### src/sis_pkg.sv
`timescale 1ns / 1ps
`default_nettype none
// ---------------------------------------------------------------------------
// Sorted set intersection package
// Shared types and constants for the sorted set intersection block.
// ---------------------------------------------------------------------------
package sis_pkg;

  localparam int DATA_W = 32;

  typedef enum logic [1:0] {
    CMD_INS_FIRST  = 2'd0,
    CMD_INS_SECOND = 2'd1,
    CMD_INTERSECT  = 2'd2,
    CMD_UNUSED     = 2'd3
  } cmd_t;

  typedef enum logic [2:0] {
    ST_IDLE,
    ST_INS_RD,
    ST_INS_CMP,
    ST_ISX_RD,
    ST_ISX_CMP,
    ST_FLUSH
  } state_t;

  typedef struct packed {
    logic [DATA_W-1:0] value;
    logic              last;
    logic              empty;
    logic              overflow;
  } result_t;

endpackage

`default_nettype wire

### src/sorted_set_intersection.sv
`timescale 1ns / 1ps
`default_nettype none
// ---------------------------------------------------------------------------
// Sorted set intersection
// Keeps two ascending lists in memories and streams their intersection.
// ---------------------------------------------------------------------------
// An insert moves each entry not less than the new value up by one place, then writes the value.
// An intersection reads and compares one entry of each list per merge step, and is held
// while the result stream is stalled.
// Requests are taken only between these operations; results leave through a register.
// Reset clears both counts, the overflow flag and the control state, not the memories.
module sorted_set_intersection
  import sis_pkg::*;
#(
  parameter int CAPACITY = 16
) (
  input  wire logic              clk,
  input  wire logic              rst,
  input  wire logic              s_tvalid,
  output logic                   s_tready,
  input  wire logic [DATA_W-1:0] s_tdata,  // value
  input  wire logic [1:0]        s_tuser,  // command
  output logic                   m_tvalid,
  input  wire logic              m_tready,
  output logic      [DATA_W-1:0] m_tdata,  // result_value
  output logic                   m_tlast,  // last
  output logic      [1:0]        m_tuser   // overflow, empty_res
);

  localparam int AW = $clog2(CAPACITY);
  localparam int CW = $clog2(CAPACITY + 1);

  state_t            state;
  state_t            state_next;
  logic              sel;
  logic [DATA_W-1:0] ins_val;
  logic [AW-1:0]     idx;
  logic [CW-1:0]     cnt1;
  logic [CW-1:0]     cnt2;
  logic [CW-1:0]     i;
  logic [CW-1:0]     j;
  logic              dropped;
  logic              pend_valid;
  logic [DATA_W-1:0] pend_value;

  logic              accept;
  cmd_t              cmd;
  logic              we1;
  logic              we2;
  logic              re1;
  logic              re2;
  logic [AW-1:0]     waddr;
  logic [DATA_W-1:0] wdata;
  logic [AW-1:0]     raddr1;
  logic [AW-1:0]     raddr2;
  logic [DATA_W-1:0] rdata1;
  logic [DATA_W-1:0] rdata2;
  logic [DATA_W-1:0] ins_rd;
  logic [CW-1:0]     ins_cnt;
  logic              ins_full;
  logic              ins_shift;
  logic              isx_done;
  logic              is_match;
  logic              a_less;
  logic              push;
  result_t           push_res;
  logic              can_push;

  assign s_tready  = (state == ST_IDLE);
  assign accept    = s_tvalid && s_tready;
  assign cmd       = cmd_t'(s_tuser);
  assign ins_cnt   = (cmd == CMD_INS_SECOND) ? cnt2 : cnt1;
  assign ins_full  = (ins_cnt == CW'(CAPACITY));
  assign ins_rd    = sel ? rdata2 : rdata1;
  assign ins_shift = !($signed(ins_rd) < $signed(ins_val));
  assign isx_done  = (i == cnt1) || (j == cnt2);
  assign is_match  = (rdata1 == rdata2);
  assign a_less    = $signed(rdata1) < $signed(rdata2);

  sis_mem #(.DEPTH(CAPACITY), .AW(AW)) u_first (
    .clk   (clk),
    .we    (we1),
    .waddr (waddr),
    .wdata (wdata),
    .re    (re1),
    .raddr (raddr1),
    .rdata (rdata1)
  );

  sis_mem #(.DEPTH(CAPACITY), .AW(AW)) u_second (
    .clk   (clk),
    .we    (we2),
    .waddr (waddr),
    .wdata (wdata),
    .re    (re2),
    .raddr (raddr2),
    .rdata (rdata2)
  );

  sis_out u_out (
    .clk      (clk),
    .rst      (rst),
    .push     (push),
    .push_res (push_res),
    .can_push (can_push),
    .m_tvalid (m_tvalid),
    .m_tready (m_tready),
    .m_tdata  (m_tdata),
    .m_tlast  (m_tlast),
    .m_tuser  (m_tuser)
  );

  always_comb begin
    state_next = state;
    unique case (state)
      ST_IDLE: begin
        if (accept) begin
          if ((cmd == CMD_INS_FIRST || cmd == CMD_INS_SECOND) && !ins_full) begin
            state_next = ST_INS_RD;
          end else if (cmd == CMD_INTERSECT) begin
            state_next = ST_ISX_RD;
          end
        end
      end
      ST_INS_RD: begin
        state_next = (idx == '0) ? ST_IDLE : ST_INS_CMP;
      end
      ST_INS_CMP: begin
        state_next = ins_shift ? ST_INS_RD : ST_IDLE;
      end
      ST_ISX_RD: begin
        state_next = isx_done ? ST_FLUSH : ST_ISX_CMP;
      end
      ST_ISX_CMP: begin
        if (!(is_match && pend_valid && !can_push)) begin
          state_next = ST_ISX_RD;
        end
      end
      ST_FLUSH: begin
        if (can_push) begin
          state_next = ST_IDLE;
        end
      end
      default: state_next = ST_IDLE;
    endcase
  end

  always_comb begin
    we1      = 1'b0;
    we2      = 1'b0;
    re1      = 1'b0;
    re2      = 1'b0;
    waddr    = idx;
    wdata    = ins_val;
    raddr1   = idx - AW'(1);
    raddr2   = idx - AW'(1);
    push     = 1'b0;
    push_res = '{value: pend_value, last: 1'b0, empty: 1'b0, overflow: dropped};
    unique case (state)
      ST_INS_RD: begin
        if (idx == '0) begin
          we1 = !sel;
          we2 = sel;
        end else begin
          re1 = !sel;
          re2 = sel;
        end
      end
      ST_INS_CMP: begin
        we1 = !sel;
        we2 = sel;
        if (ins_shift) begin
          wdata = ins_rd;
        end
      end
      ST_ISX_RD: begin
        raddr1 = i[AW-1:0];
        raddr2 = j[AW-1:0];
        re1    = !isx_done;
        re2    = !isx_done;
      end
      ST_ISX_CMP: begin
        push = is_match && pend_valid && can_push;
      end
      ST_FLUSH: begin
        push              = can_push;
        push_res.last     = 1'b1;
        push_res.empty    = !pend_valid;
        push_res.value    = pend_valid ? pend_value : '0;
      end
      default: begin
      end
    endcase
  end

  always_ff @(posedge clk) begin
    if (rst) begin
      state      <= ST_IDLE;
      cnt1       <= '0;
      cnt2       <= '0;
      dropped    <= 1'b0;
      pend_valid <= 1'b0;
    end else begin
      state <= state_next;
      unique case (state)
        ST_IDLE: begin
          if (accept && (cmd == CMD_INS_FIRST || cmd == CMD_INS_SECOND) && ins_full) begin
            dropped <= 1'b1;
          end
          pend_valid <= 1'b0;
        end
        ST_INS_RD: begin
          if (idx == '0) begin
            if (sel) begin
              cnt2 <= cnt2 + CW'(1);
            end else begin
              cnt1 <= cnt1 + CW'(1);
            end
          end
        end
        ST_INS_CMP: begin
          if (!ins_shift) begin
            if (sel) begin
              cnt2 <= cnt2 + CW'(1);
            end else begin
              cnt1 <= cnt1 + CW'(1);
            end
          end
        end
        ST_ISX_CMP: begin
          if (is_match && !(pend_valid && !can_push)) begin
            pend_valid <= 1'b1;
          end
        end
        ST_FLUSH: begin
          if (can_push) begin
            cnt1    <= '0;
            cnt2    <= '0;
            dropped <= 1'b0;
          end
        end
        default: begin
        end
      endcase
    end
  end

  always_ff @(posedge clk) begin
    unique case (state)
      ST_IDLE: begin
        sel     <= (cmd == CMD_INS_SECOND);
        ins_val <= s_tdata;
        idx     <= ins_cnt[AW-1:0];
        i       <= '0;
        j       <= '0;
      end
      ST_INS_CMP: begin
        if (ins_shift) begin
          idx <= idx - AW'(1);
        end
      end
      ST_ISX_CMP: begin
        if (is_match) begin
          if (!(pend_valid && !can_push)) begin
            pend_value <= rdata1;
            i          <= i + CW'(1);
          end
        end else if (a_less) begin
          i <= i + CW'(1);
        end else begin
          j <= j + CW'(1);
        end
      end
      default: begin
      end
    endcase
  end

  a_count_bound : assert property (@(posedge clk) disable iff (rst)
    (cnt1 <= CW'(CAPACITY)) && (cnt2 <= CW'(CAPACITY)))
    else $error("list count exceeds capacity");

  a_clear_after_run : assert property (@(posedge clk) disable iff (rst)
    (state == ST_FLUSH && can_push) |=> (cnt1 == '0 && cnt2 == '0 && !dropped))
    else $error("lists not cleared after intersection");

  a_empty_result : assert property (@(posedge clk) disable iff (rst)
    (m_tvalid && m_tuser[0]) |-> (m_tdata == '0 && m_tlast))
    else $error("empty result carries data or is not last");

endmodule

`default_nettype wire

### src/sis_mem.sv
`timescale 1ns / 1ps
`default_nettype none
// ---------------------------------------------------------------------------
// Sorted set intersection list memory
// Synchronous memory with one write port and one registered read port.
// ---------------------------------------------------------------------------
module sis_mem
  import sis_pkg::*;
#(
  parameter int DEPTH = 16,
  parameter int AW    = $clog2(DEPTH)
) (
  input  wire logic              clk,
  input  wire logic              we,
  input  wire logic [AW-1:0]     waddr,
  input  wire logic [DATA_W-1:0] wdata,
  input  wire logic              re,
  input  wire logic [AW-1:0]     raddr,
  output logic      [DATA_W-1:0] rdata
);

  logic [DATA_W-1:0] mem [DEPTH];

  always_ff @(posedge clk) begin
    if (we) begin
      mem[waddr] <= wdata;
    end
  end

  // The read register holds its value while no read is issued.
  always_ff @(posedge clk) begin
    if (re) begin
      rdata <= mem[raddr];
    end
  end

endmodule

`default_nettype wire

### src/sis_out.sv
`timescale 1ns / 1ps
`default_nettype none
// ---------------------------------------------------------------------------
// Sorted set intersection output stage
// Registered result stage that drives the master-side stream.
// ---------------------------------------------------------------------------
module sis_out
  import sis_pkg::*;
(
  input  wire logic              clk,
  input  wire logic              rst,
  input  wire logic              push,
  input  wire result_t           push_res,
  output logic                   can_push,
  output logic                   m_tvalid,
  input  wire logic              m_tready,
  output logic      [DATA_W-1:0] m_tdata,  // result_value
  output logic                   m_tlast,  // last
  output logic      [1:0]        m_tuser   // overflow, empty_res
);

  result_t held;

  assign can_push = !m_tvalid || m_tready;

  always_ff @(posedge clk) begin
    if (rst) begin
      m_tvalid <= 1'b0;
    end else if (can_push) begin
      m_tvalid <= push;
    end
  end

  always_ff @(posedge clk) begin
    if (can_push && push) begin
      held <= push_res;
    end
  end

  assign m_tdata = held.value;
  assign m_tlast = held.last;
  assign m_tuser = {held.overflow, held.empty};

endmodule

`default_nettype wire
### config.mk
export PLATFORM = sky130hd
export DESIGN_NAME = sorted_set_intersection
export DESIGN_NICKNAME = d
export VERILOG_FILES = /design/src/sis_pkg.sv /design/src/sorted_set_intersection.sv /design/src/sis_mem.sv /design/src/sis_out.sv
export SDC_FILE = /design/constraint.sdc
export NUM_CORES = 2
export LEC_CHECK = 0
export BUFFER_PORTS_ARGS = -buffer_cell sky130_fd_sc_hd__buf_4
export CORE_MARGIN = 1
export CORE_UTILIZATION = 35
export CTS_BUF_LIST = sky130_fd_sc_hd__clkbuf_2 sky130_fd_sc_hd__clkbuf_4 sky130_fd_sc_hd__clkbuf_8
export DETAILED_ROUTE_END_ITERATION = 8
export SYNTH_ARGS = -nofsm -noshare
export SYNTH_HDL_FRONTEND = slang
export SYNTH_SLANG_ARGS = --single-unit
### constraint.sdc
create_clock -name clk -period 12.15 [get_ports clk]
set_clock_uncertainty 0.05 [all_clocks]
set_input_delay 1.215 -clock clk [delete_from_list [all_inputs] [get_ports clk]]
set_output_delay 1.215 -clock clk [all_outputs]
set_load 0.05 [all_outputs]
==> run metrics <==
Netlist cell types 53; min Tclk post-route 5221 ps; IO Port Bufs 74; CP most frequent cell buf_4; Chip Width 373.8 um; Yosys warnings 0; gpl congestion about 0.8; die height 373.8 um; layout cells sized above 1 27.90%; global-route wire length before repair 181500 um; Final Hold Fails 0; clock tree from TritonCTS built; placement row count between 100 and 150; GRT Util Overall 18.32%; final core utilization between 30% and 40%; final slew viol count 0; routed via count 24940; DR WL/cell 28.18 um; Worst R2R Start sel; slack of the critical path 6929 ps; commonest cells after routing, fill and taps aside edfxtp_1, mux4_2, clkbuf_8; CP required ~13000 ps; CTS Buf Count between 150 and 200; DRC errors left 0; hold_buf cts 0; slowest stage delay, CP 950 ps; Setup Buffers After CTS 0; clk slew on worst S/H paths 60 ps; CP cell instances buf_4 > mux2_2 > ha_1 > nand4_1 > nor4_1 > a22oi_1 > o211ai_1 > a31oi_1 > mux2i_4 > buf_4 > o21ai_2; dpl ws 7028 ps; number of global-route vias before repair 25191; WP data arrival 5660 ps; Cell Area, Synth 48370 um2; H-tree depth 4; CTS root buf clkbuf_8; crit start category register; Critical-path top delay cell o21ai_2; Area Growth Syn to Fin 13.53%; core region area approximately 140000 um2; ys async rst share 0%; largest net degree at the start of global routing 94; RSZ-0062 raised after global routing no; sequential share of the synthesized area 75.28%; antenna violation net count after detailed routing 0; router iterations before antenna repair 6; Clk Latency, worst-skew pair 890 ps; Post-synth EDFFs 1202; Crit. End Element register; MaxCap Viol Count 0; Mapped Cells 2432; leak pwr roughly 18 nW; # resized after CTS 0; setup violators final 0; Hold/Removal Path Class register to register; status completed; syn nets 2541; commonest non-fill, non-tap cell in the layout edfxtp_1; FMAX 0.1915 GHz; Nets 2722; DR iter-0 viols 2913; pwr dens roughly 230 nW/um2; WL final 128400 um; Clock Sinks between 1000 and 1500; Rel. slew slack 7.111%; Final Cycle Share 42.98%; Via-to-Cell Ratio roughly 5.5; dpl hpwl 64680 um; Critical Path Source sel; Setup TNS Final 0 ps; dpl cell area 51440 um2; synthesis-stage register bit count 1218; clk buf depth 3; Least-Margin Pin Slew 1387 ps; Hold Startpoint dropped; DIE AREA 139700 um2; Critical Path Fanout Max 37; syn avg cell area slightly below 20 um2; worst vdd ir between 300 and 400 uV; Final Power 12.59 mW; Initial Util between 30% and 40%; # IOs 75; Overflow after GRT 0; top_reg_cell synth edfxtp_1; Worst Setup Path Type register to register; initial antenna violation count 5; Final Instance Area 54920 um2
## registers in the layout, indices dropped and copies added (netlist names)
name and count:
cnt1 5, cnt2 5, dropped 1, i 5, idx 4, ins_val 32, j 5, pend_valid 1
pend_value 32, sel 1, state 3, u_first.mem 512, u_first.rdata 32, u_out.m_tdata 32, u_out.m_tlast 1, u_out.m_tuser 2
u_out.m_tvalid 1, u_second.mem 512, u_second.rdata 32
## stage by stage
step                hold WS (ps)  instances
floorplan                  358.6       2432
global placement           379.4       4221
detailed placement         385.7       4221
CTS                        346.0       4554
global route               403.5       4556
finish                     406.9       4557
## kinds of logic after synthesis
| group | Yosys count | synth area share (%) |
|---|---|---|
| and+or+nand+nor | 306 | 3.365 |
| buffers and inverters | 191 | 1.637 |
| xor gates and xnor gates | 18 | 0.3259 |
| adders and majority gates | 71 | 1.836 |
| DFF | 1218 | 75.28 |
| AOI/OAI and AO/OA | 274 | 3.528 |
| muxes | 354 | 14.03 |
## path summary, 6_finish.rpt
path                                       endpoint  slack [ps]  depth (start not counted)
worst max-delay path            u_second.mem[0][25]        6930                         11
worst min-delay path               u_out.m_tuser[1]         410                          0
worst max register to register  u_second.mem[0][25]        6930                         11
worst min register to register     u_out.m_tuser[1]         410                          0
## power by group
part	total (mW)	internal, mW	switching, mW
clock	3.24	1.63	1.61
sequential	5.34	5.22	0.121
combinational	4.02	1.63	2.38
total	12.6	8.48	4.11
## synth_stat cells (all sizes together), types with 2 or more instances
| cell | count | area share, % |
|---|---|---|
| nand4 | 13 | 0.17 |
| a211oi | 72 | 1.1 |
| o41ai | 2 | 0.036 |
| edfxtp | 1202 | 75 |
| or4 | 2 | 0.047 |
| a21o | 7 | 0.11 |
| o21a | 5 | 0.078 |
| dfxtp | 16 | 0.66 |
| a31oi | 4 | 0.052 |
| clkbuf | 50 | 0.39 |
| mux2i | 66 | 1.4 |
| and3 | 18 | 0.23 |
| or3 | 2 | 0.036 |
| nand2 | 67 | 0.53 |
| nand2b | 6 | 0.078 |
| a21oi | 108 | 1.1 |
| a311oi | 4 | 0.072 |
| nor2b | 109 | 1.4 |
| nor4 | 4 | 0.052 |
| a2111oi | 4 | 0.072 |
| nor3b | 2 | 0.031 |
| ha | 71 | 1.8 |
| and2 | 7 | 0.091 |
| o211ai | 2 | 0.031 |
| o2bb2ai | 2 | 0.036 |
| o21ai | 53 | 0.55 |
| inv | 72 | 0.56 |
| buf | 69 | 0.69 |
| nor3 | 13 | 0.13 |
| nor2 | 47 | 0.38 |
| mux4 | 256 | 12 |
| a21boi | 2 | 0.031 |
| nand3 | 13 | 0.13 |
| xor2 | 9 | 0.16 |
| xnor2 | 9 | 0.16 |
| o21ba | 3 | 0.062 |
| mux2 | 32 | 0.74 |
## cell type report
class                   instances  area (um2)
fillers                     12073       82400
flip-flops and latches       1218       36410
multi-input cells            1023       11630
clock buffers                 241        2992
well taps                    1794        2245
repair buffers                114       880.8
clock inverters                92       478.0
inverters                      72       270.3
diodes                          3       7.507
## worst max-delay path: cells and delay by family (launching register included)
family | cells | cell delay (ps)
adders and majority gates | 1 | 390
and+or+nand+nor | 2 | 930
buffers and inverters | 2 | 900
DFF | 1 | 320
AOI/OAI and AO/OA | 4 | 1480
muxes | 2 | 720
## per-layer routing
layer / vias to the layer above / global-route usage (%) / part of all wire [%]
met3: 192 / 3.880 / 8.7
met1: 13269 / 26.30 / 43
met5: - / 0 / 0
met2: 1176 / 27.95 / 46
met4: 0 / 5.513 / 2.0
li1: 10303 / - / -
Note: power is estimated with default switching activity, not from simulation.
